### src/rtl/csc_pkg.sv
// shared types and fixed-point constants for the colour space converter
package csc_pkg;

  // fraction bits of every coefficient and weighted sum
  localparam int COEF_FRAC_BITS = 16;
  // sum width: fraction bits, ten integer bits and the sign
  localparam int SUM_W = COEF_FRAC_BITS + 11;
  // byte address width of the register port
  localparam int CFG_AW = 3;
  localparam int CFG_DW = 32;

  // register indexes, taken from paddr bit 2
  localparam logic REG_SRC = 1'b0;
  localparam logic REG_DST = 1'b1;

  typedef enum logic [1:0] {
    SPACE_GREY = 2'd0,
    SPACE_RGB  = 2'd1,
    SPACE_RGBA = 2'd2,
    SPACE_YUV  = 2'd3
  } space_t;

  typedef struct packed {
    space_t src;
    space_t dst;
  } cfg_t;

  // chan_a in the lowest byte
  typedef struct packed {
    logic [7:0] chan_alpha;
    logic [7:0] chan_c;
    logic [7:0] chan_b;
    logic [7:0] chan_a;
  } pix_t;

  // out_a in the lowest byte
  typedef struct packed {
    logic [7:0] out_alpha;
    logic [7:0] out_c;
    logic [7:0] out_b;
    logic [7:0] out_a;
  } res_t;

  // coefficient scaled by 1e7, rounded to nearest at COEF_FRAC_BITS
  function automatic logic signed [SUM_W-1:0] fx(input longint unsigned c7);
    longint unsigned scaled;
    scaled = (c7 * (64'd1 << COEF_FRAC_BITS) + 64'd5000000) / 64'd10000000;
    return SUM_W'(scaled);
  endfunction

  localparam logic signed [SUM_W-1:0] K_YR   = fx(64'd2990000);
  localparam logic signed [SUM_W-1:0] K_YG   = fx(64'd5870000);
  localparam logic signed [SUM_W-1:0] K_YB   = fx(64'd1140000);
  localparam logic signed [SUM_W-1:0] K_UR   = fx(64'd1687000);
  localparam logic signed [SUM_W-1:0] K_UG   = fx(64'd3313000);
  localparam logic signed [SUM_W-1:0] K_HALF = fx(64'd5000000);
  localparam logic signed [SUM_W-1:0] K_VG   = fx(64'd4187000);
  localparam logic signed [SUM_W-1:0] K_VB   = fx(64'd813000);
  localparam logic signed [SUM_W-1:0] K_RU   = fx(64'd9267);
  localparam logic signed [SUM_W-1:0] K_RV   = fx(64'd14016868);
  localparam logic signed [SUM_W-1:0] K_GU   = fx(64'd3436954);
  localparam logic signed [SUM_W-1:0] K_GV   = fx(64'd7141690);
  localparam logic signed [SUM_W-1:0] K_BU   = fx(64'd17721604);
  localparam logic signed [SUM_W-1:0] K_BV   = fx(64'd9902);

  // chroma offset of 128 in fixed point
  localparam logic signed [SUM_W-1:0] K_OFF = SUM_W'(128) <<< COEF_FRAC_BITS;

endpackage

### src/rtl/csc_apb_regs.sv
// register port holding the source and destination colour spaces
module csc_apb_regs (
  input  logic                        clk,
  input  logic                        rst_n,
  input  logic                        cfg_psel,
  input  logic                        cfg_penable,
  input  logic                        cfg_pwrite,
  input  logic [csc_pkg::CFG_AW-1:0]  cfg_paddr,
  input  logic [csc_pkg::CFG_DW-1:0]  cfg_pwdata,
  output logic [csc_pkg::CFG_DW-1:0]  cfg_prdata,
  output logic                        cfg_pready,
  output csc_pkg::cfg_t               cfg_o
);

  csc_pkg::space_t src_r, src_nxt;
  csc_pkg::space_t dst_r, dst_nxt;
  logic            wr_en;
  logic            reg_idx;

  assign cfg_pready = 1'b1;
  assign wr_en      = cfg_psel && cfg_penable && cfg_pwrite;
  assign reg_idx    = cfg_paddr[2];

  // write decode, only the low two data bits are kept
  always_comb begin
    src_nxt = src_r;
    dst_nxt = dst_r;
    if (wr_en) begin
      unique case (reg_idx)
        csc_pkg::REG_SRC: src_nxt = csc_pkg::space_t'(cfg_pwdata[1:0]);
        csc_pkg::REG_DST: dst_nxt = csc_pkg::space_t'(cfg_pwdata[1:0]);
        default: ;
      endcase
    end
  end

  always_ff @(posedge clk) begin
    if (!rst_n) begin
      src_r <= csc_pkg::SPACE_RGB;
      dst_r <= csc_pkg::SPACE_YUV;
    end else begin
      src_r <= src_nxt;
      dst_r <= dst_nxt;
    end
  end

  // read back
  always_comb begin
    cfg_prdata = '0;
    unique case (reg_idx)
      csc_pkg::REG_SRC: cfg_prdata[1:0] = src_r;
      csc_pkg::REG_DST: cfg_prdata[1:0] = dst_r;
      default: ;
    endcase
  end

  assign cfg_o.src = src_r;
  assign cfg_o.dst = dst_r;

endmodule

### src/rtl/csc_convert.sv
// per-pixel fixed-point conversion between grey, rgb, rgba and yuv
module csc_convert (
  input  csc_pkg::pix_t pix_i,
  input  csc_pkg::cfg_t cfg_i,
  output csc_pkg::res_t res_o
);

  localparam int F = csc_pkg::COEF_FRAC_BITS;
  localparam int W = csc_pkg::SUM_W;

  logic signed [W-1:0] sa, sb, sc, du, dv, yb;
  logic signed [W-1:0] y_sum, u_sum, v_sum, r_sum, g_sum, b_sum;
  logic [7:0]          r, g, b, a, y, u, v;

  // truncate toward zero, then saturate to 0..255
  function automatic logic [7:0] sat8(input logic signed [W-1:0] s);
    logic [7:0] q;
    if (s < 0) begin
      q = 8'd0;
    end else if (s[W-2:F+8] != '0) begin
      q = 8'hff;
    end else begin
      q = s[F+7:F];
    end
    return q;
  endfunction

  assign sa = W'(pix_i.chan_a);
  assign sb = W'(pix_i.chan_b);
  assign sc = W'(pix_i.chan_c);
  assign du = sb - W'(128);
  assign dv = sc - W'(128);
  assign yb = sa <<< F;

  // rgb to yuv weights
  assign y_sum = csc_pkg::K_YR * sa + csc_pkg::K_YG * sb + csc_pkg::K_YB * sc;
  assign u_sum = csc_pkg::K_HALF * sc - csc_pkg::K_UR * sa - csc_pkg::K_UG * sb
               + csc_pkg::K_OFF;
  assign v_sum = csc_pkg::K_HALF * sa - csc_pkg::K_VG * sb - csc_pkg::K_VB * sc
               + csc_pkg::K_OFF;

  // yuv to rgb weights
  assign r_sum = yb - csc_pkg::K_RU * du + csc_pkg::K_RV * dv;
  assign g_sum = yb - csc_pkg::K_GU * du - csc_pkg::K_GV * dv;
  assign b_sum = yb + csc_pkg::K_BU * du + csc_pkg::K_BV * dv;

  // expand the source into the full channel set
  always_comb begin
    r = pix_i.chan_a;
    g = pix_i.chan_b;
    b = pix_i.chan_c;
    y = pix_i.chan_a;
    u = pix_i.chan_b;
    v = pix_i.chan_c;
    a = 8'hff;
    unique case (cfg_i.src)
      csc_pkg::SPACE_GREY: begin
        g = pix_i.chan_a;
        b = pix_i.chan_a;
        u = 8'd128;
        v = 8'd128;
      end
      csc_pkg::SPACE_RGB, csc_pkg::SPACE_RGBA: begin
        y = sat8(y_sum);
        u = sat8(u_sum);
        v = sat8(v_sum);
        a = (cfg_i.src == csc_pkg::SPACE_RGBA) ? pix_i.chan_alpha : 8'd0;
      end
      csc_pkg::SPACE_YUV: begin
        r = sat8(r_sum);
        g = sat8(g_sum);
        b = sat8(b_sum);
      end
      default: ;
    endcase
  end

  // pick the destination channels, unused ones are zero
  always_comb begin
    res_o = '0;
    unique case (cfg_i.dst)
      csc_pkg::SPACE_GREY: res_o.out_a = y;
      csc_pkg::SPACE_RGB: begin
        res_o.out_a = r;
        res_o.out_b = g;
        res_o.out_c = b;
      end
      csc_pkg::SPACE_RGBA: begin
        res_o.out_a     = r;
        res_o.out_b     = g;
        res_o.out_c     = b;
        res_o.out_alpha = a;
      end
      csc_pkg::SPACE_YUV: begin
        res_o.out_a = y;
        res_o.out_b = u;
        res_o.out_c = v;
      end
      default: ;
    endcase
  end

endmodule

### src/rtl/color_space_converter.sv
// top level: input register, conversion logic and output register
//
//  channel  ports            beat contents
//  in       in_t*            one source pixel, 32-bit tdata
//  out      out_t*           one converted pixel, 32-bit tdata
//  cfg      cfg_p*           source_space at 0x0, dest_space at 0x4
//
// one pixel per clock sustained while out_tready is high; each beat passes
// via the input register, then the output register around the converter.
// rst_n is synchronous, clears both valid flags, sets src rgb and dst yuv.
// a stall on out_tready holds the output register; the input register
// keeps taking a beat while it is empty or moving on.
module color_space_converter (
  input  logic                        clk,
  input  logic                        rst_n,
  input  logic                        in_tvalid,
  output logic                        in_tready,
  input  logic [31:0]                 in_tdata,   // chan_a, chan_b, chan_c, chan_alpha
  output logic                        out_tvalid,
  input  logic                        out_tready,
  output logic [31:0]                 out_tdata,  // out_a, out_b, out_c, out_alpha
  input  logic                        cfg_psel,
  input  logic                        cfg_penable,
  input  logic                        cfg_pwrite,
  input  logic [csc_pkg::CFG_AW-1:0]  cfg_paddr,
  input  logic [csc_pkg::CFG_DW-1:0]  cfg_pwdata,
  output logic [csc_pkg::CFG_DW-1:0]  cfg_prdata,
  output logic                        cfg_pready
);

  csc_pkg::cfg_t cfg;
  csc_pkg::pix_t s1_pix_r;
  logic          s1_v_r;
  csc_pkg::res_t out_pix_r, out_pix_nxt;
  logic          out_v_r;
  logic          s1_adv;

  csc_apb_regs u_regs (
    .clk         (clk),
    .rst_n       (rst_n),
    .cfg_psel    (cfg_psel),
    .cfg_penable (cfg_penable),
    .cfg_pwrite  (cfg_pwrite),
    .cfg_paddr   (cfg_paddr),
    .cfg_pwdata  (cfg_pwdata),
    .cfg_prdata  (cfg_prdata),
    .cfg_pready  (cfg_pready),
    .cfg_o       (cfg)
  );

  csc_convert u_conv (
    .pix_i (s1_pix_r),
    .cfg_i (cfg),
    .res_o (out_pix_nxt)
  );

  // stage hand-off
  assign s1_adv    = !out_v_r || out_tready;
  assign in_tready = !s1_v_r || s1_adv;

  // valid flags
  always_ff @(posedge clk) begin
    if (!rst_n) begin
      s1_v_r  <= 1'b0;
      out_v_r <= 1'b0;
    end else begin
      if (in_tready) begin
        s1_v_r <= in_tvalid;
      end
      if (s1_adv) begin
        out_v_r <= s1_v_r;
      end
    end
  end

  // payload registers
  always_ff @(posedge clk) begin
    if (in_tvalid && in_tready) begin
      s1_pix_r <= csc_pkg::pix_t'(in_tdata);
    end
    if (s1_adv && s1_v_r) begin
      out_pix_r <= out_pix_nxt;
    end
  end

  assign out_tvalid = out_v_r;
  assign out_tdata  = out_pix_r;

`ifndef SYNTH
  // a held input beat blocks the input while the output is stalled
  a_block_when_full: assert property (@(posedge clk) disable iff (!rst_n)
    (s1_v_r && out_v_r && !out_tready) |-> !in_tready)
    else $error("input accepted while both stages are full and stalled");

  // an accepted beat lands in the input register
  a_accept_loads: assert property (@(posedge clk) disable iff (!rst_n)
    (in_tvalid && in_tready) |=> s1_v_r)
    else $error("accepted beat lost before the input register");

  // a moving input beat reaches the output register
  a_advance_loads: assert property (@(posedge clk) disable iff (!rst_n)
    (s1_v_r && s1_adv) |=> out_v_r)
    else $error("beat lost between input and output register");

  // nothing appears at the output without a beat behind it
  a_no_invent: assert property (@(posedge clk) disable iff (!rst_n)
    (!s1_v_r && out_v_r && out_tready) |=> !out_v_r)
    else $error("output valid without a source beat");
`endif

endmodule

### config.mk
export PLATFORM = sky130hd
export DESIGN_NAME = color_space_converter
export DESIGN_NICKNAME = d
export VERILOG_FILES = /design/src/rtl/csc_pkg.sv /design/src/rtl/csc_apb_regs.sv /design/src/rtl/csc_convert.sv /design/src/rtl/color_space_converter.sv
export SDC_FILE = /design/constraint.sdc
export NUM_CORES = 2
export LEC_CHECK = 0
export BUFFER_PORTS_ARGS = -buffer_cell sky130_fd_sc_hd__clkbuf_2
export CORE_ASPECT_RATIO = 0.5
export CORE_MARGIN = 3
export CORE_UTILIZATION = 45
export CTS_CLUSTER_SIZE = 12
export DETAILED_ROUTE_END_ITERATION = 10
export PLACE_DENSITY = 0.58
export SLEW_MARGIN = 40
export SYNTH_ARGS = -nofsm -noshare
export SYNTH_HDL_FRONTEND = slang
export SYNTH_SLANG_ARGS = --single-unit
### constraint.sdc
create_clock -name clk -period 22.9 [get_ports clk]
set_clock_uncertainty 0.1 [all_clocks]
set_input_delay 4.58 -clock clk [delete_from_list [all_inputs] [get_ports clk]]
set_output_delay 4.58 -clock clk [all_outputs]
set_load 0.1 [all_outputs]
==> Flow_metrics.wiki <==
{| class="wikitable"
! Metric !! Value
|-
| Post-synthesis cell count || 3348
|-
| Iteration count of the initial detailed-routing pass || 6
|-
| Area enclosed by the die boundary || 73000 um^2
|-
| Final-report max-slew violation count || 0
|-
| Insertion delay of the later-clocked pin in the worst-skew pair || 0.37 ns
|-
| DR iter-0 viols || 1543
|-
| Total non-filler cell area in the finished layout || 33300 um^2
|-
| Register bit count reported by yosys || 70
|-
| Total number of vias || 23500
|-
| Area leader, netlist || ha_1
|-
| Share of the yosys chip area belonging to registers || 6.52%
|-
| Resized Gates After CTS || 0
|-
| # rows || 67
|-
| Startpoint-to-endpoint class of the critical path || reg -> reg
|-
| Transition time of the tightest slew-check pin || 0.877 ns
|-
| Number of antenna violations at the first check in global routing || 2
|-
| Number of setup buffers added after CTS || 0
|-
| Most instantiated library cell after synthesis || ha_1
|-
| Starting utilization of the core area || 46.1%
|-
| CORE AREA || 67900 um^2
|-
| Ratio of final minimum period to clock period || 45.1%
|-
| Highest cell delay on the worst timing path || 0.74 ns
|-
| Post-synth EDFFs || 64
|-
| Clk sink count || 70
|-
| DP Cell Count || 4343
|-
| CP max FO || 17
|-
| Detailed-route wire length || 88.3 mm
|-
| Setup_tns || 0 ns
|-
| Fill cell instance count of the final layout || 6477
|-
| RSZ-0062 raised after global routing || no
|-
| Worst Setup Slack, final || 12.58 ns
|-
| Kind of start point of the critical path || register
|-
| Highest clock rate || 96.9 MHz
|-
| Count of hold-fix buffers inserted at cts || 0
|-
| Worst slew margin relative to its limit || 41.2%
|-
| Via count of the first global-routing pass || 23500
|-
| Mapped cell area || 31300 um^2
|-
| Final setup fails || 0
|-
| Weighted congestion reported at the end of routability-driven placement || 0.938
|-
| Detailed-route wire length per cell || 20.3 um
|-
| Top area cells in the synthesized netlist || ha_1, fa_1, inv_1
|-
| CTS tree || yes
|-
| Portion of synthesized cell area occupied by the leading cell type || 32.9%
|-
| Final HPWL from detailed placement || 74.7 mm
|-
| Chip width || 379 um
|-
| Critical Path RT || 22.89 ns
|-
| Wire length of the first global-routing pass || 137 mm
|-
| Signed area change from the synthesized netlist to the final layout || 6.30%
|-
| Vias/cell || 5.39
|-
| TritonCTS buffer count || 9
|-
| Area post-placement || 32900 um^2
|-
| Overall die height || 192 um
|-
| Mean cell area of the mapped netlist || 9.35 um^2
|-
| Global-route congestion overflow total || 0
|-
| Layout cells sized above 1 || 4.79%
|-
| Worst EP arrival || 10.31 ns
|-
| CTS Root Buffer Type || clkbuf_16
|-
| Status || completed
|-
| Hold WC Path Type || reg -> reg
|-
| Final net count || 4755
|-
| Drc violations || 0
|-
| Reported max-cap violation count || 0
|-
| Top_reg_cell synth || edfxtp_1
|-
| Top Ports || 141
|-
| Critical Path Sink Type || register
|-
| Clock-pin slew on the worst setup and hold paths || 0.06 ns
|-
| Total of warnings raised by yosys || 0
|-
| Number of hold violations in the final report || 0
|-
| Antenna diode instance count || 0
|-
| Post-route antenna net violation count || 0
|-
| Async SR Flop Fraction || 0%
|-
| Non-filler instance count after layout || 4359
|-
| Top post-synthesis cells by count || ha_1, inv_1, fa_1
|-
| Global Route Usage Sum || 24.8%
|-
| Final critical-path required period || 10.32 ns
|-
| Number of distinct library cell variants in the gate-level netlist after synthesis || 74
|-
| Maximum level of the CTS H-tree || 3
|-
| Clock Tree Buf Depth || 2
|-
| Pin count of the biggest net entering global routing || 41
|-
| Pre-CTS setup slack || 12.68 ns
|-
| IO buf count || 77
|-
| Cell with the biggest individual delay on the critical path || fa_1
|}
[cell usage in the layout, fill, tap and decap left out, types with 6 or more instances in the layout]
cell type and instances:
buf_4 39, o211ai_1 16, xnor2_1 129, o21bai_1 34
nand3_1 39, o21a_1 31, a211oi_1 25, clkbuf_2 77
xor2_1 67, o21ai_0 98, nor3_1 45, nor2_1 140
nor2b_1 25, ha_1 824, o221ai_1 10, nand4_1 20
clkbuf_16 9, dfxtp_1 6, o31ai_1 20, fa_1 400
a31oi_1 18, o22ai_1 14, inv_1 752, a21o_1 48
nand2b_1 26, or2_2 20, and3_1 11, nand2_1 115
and2_1 10, or3_1 12, edfxtp_1 64, a21boi_0 14
mux2i_1 10, conb_1 32, a21oi_1 161
[worst paths after layout]
| path | slack (ns) | depth (start not counted) | endpoint | startpoint |
|---|---|---|---|---|
| worst max-delay path | 12.58 | 33 | out_tdata[13]$_DFFE_PP_ | s1_pix_r[11]$_DFFE_PP_ |
| worst min-delay path | 0.43 | 1 | out_tvalid$_SDFFE_PN0P_ | s1_v_r$_SDFFE_PN0N_ |
| worst max register to register | 12.58 | 33 | out_tdata[13]$_DFFE_PP_ | s1_pix_r[11]$_DFFE_PP_ |
| worst min register to register | 0.43 | 1 | out_tvalid$_SDFFE_PN0P_ | s1_v_r$_SDFFE_PN0N_ |
[critical path: cells and delay by family (launching register included)]
kind	cells	cell delay [ns]
flops	1	0.33
compound gates	12	3.51
fa+ha+maj	8	3.85
xor+xnor	2	0.39
buf+inv	6	1.07
simple gates	5	0.78
[registers in the layout, indices dropped and copies added (netlist names)]
register / count
u_regs.dst_r: 2
s1_v_r: 1
out_tdata: 32
s1_pix_r: 32
u_regs.src_r: 2
out_tvalid: 1
[layout make-up]
type | instances | area, um^2 | area share, %
multi-input combinational | 2505 | 26200 | 78.9
inverter | 754 | 2830 | 8.51
sequential | 70 | 2040 | 6.14
tap | 897 | 1120 | 3.37
timing repair buffer | 117 | 706 | 2.12
clock buffer | 9 | 225 | 0.677
clock inverter | 7 | 105 | 0.316
[kinds of logic after synthesis]
logic type	Yosys count	synth area share, %
compound gates	557	11.6
xor+xnor	197	5.56
fa+ha+maj	1224	58.5
buf+inv	803	10.0
flops	70	6.52
mux	10	0.320
other cells	2	0.0240
simple gates	485	7.45
[through the flow]
stage	utilization (%)	hold WS [ns]
2_1_floorplan	-	0.377
3_3_place_gp	48.5	0.404
3_5_place_dp	48.5	0.416
4_1_cts	49.0	0.437
5_1_grt	49.0	0.476
6_report	49.0	0.429
[per-layer routing]
metal	GRT usage [%]	part of all wire [%]	vias to the layer above
li1	-	-	11300
met1	36.0	48	11400
met2	38.2	42	643
met3	4.98	7.3	116
met4	5.29	2.4	0
met5	0	0	-
Power is left out: the tool's default activity adds up to more than one toggle a clock period on the data nets, which glitch-free logic cannot reach.
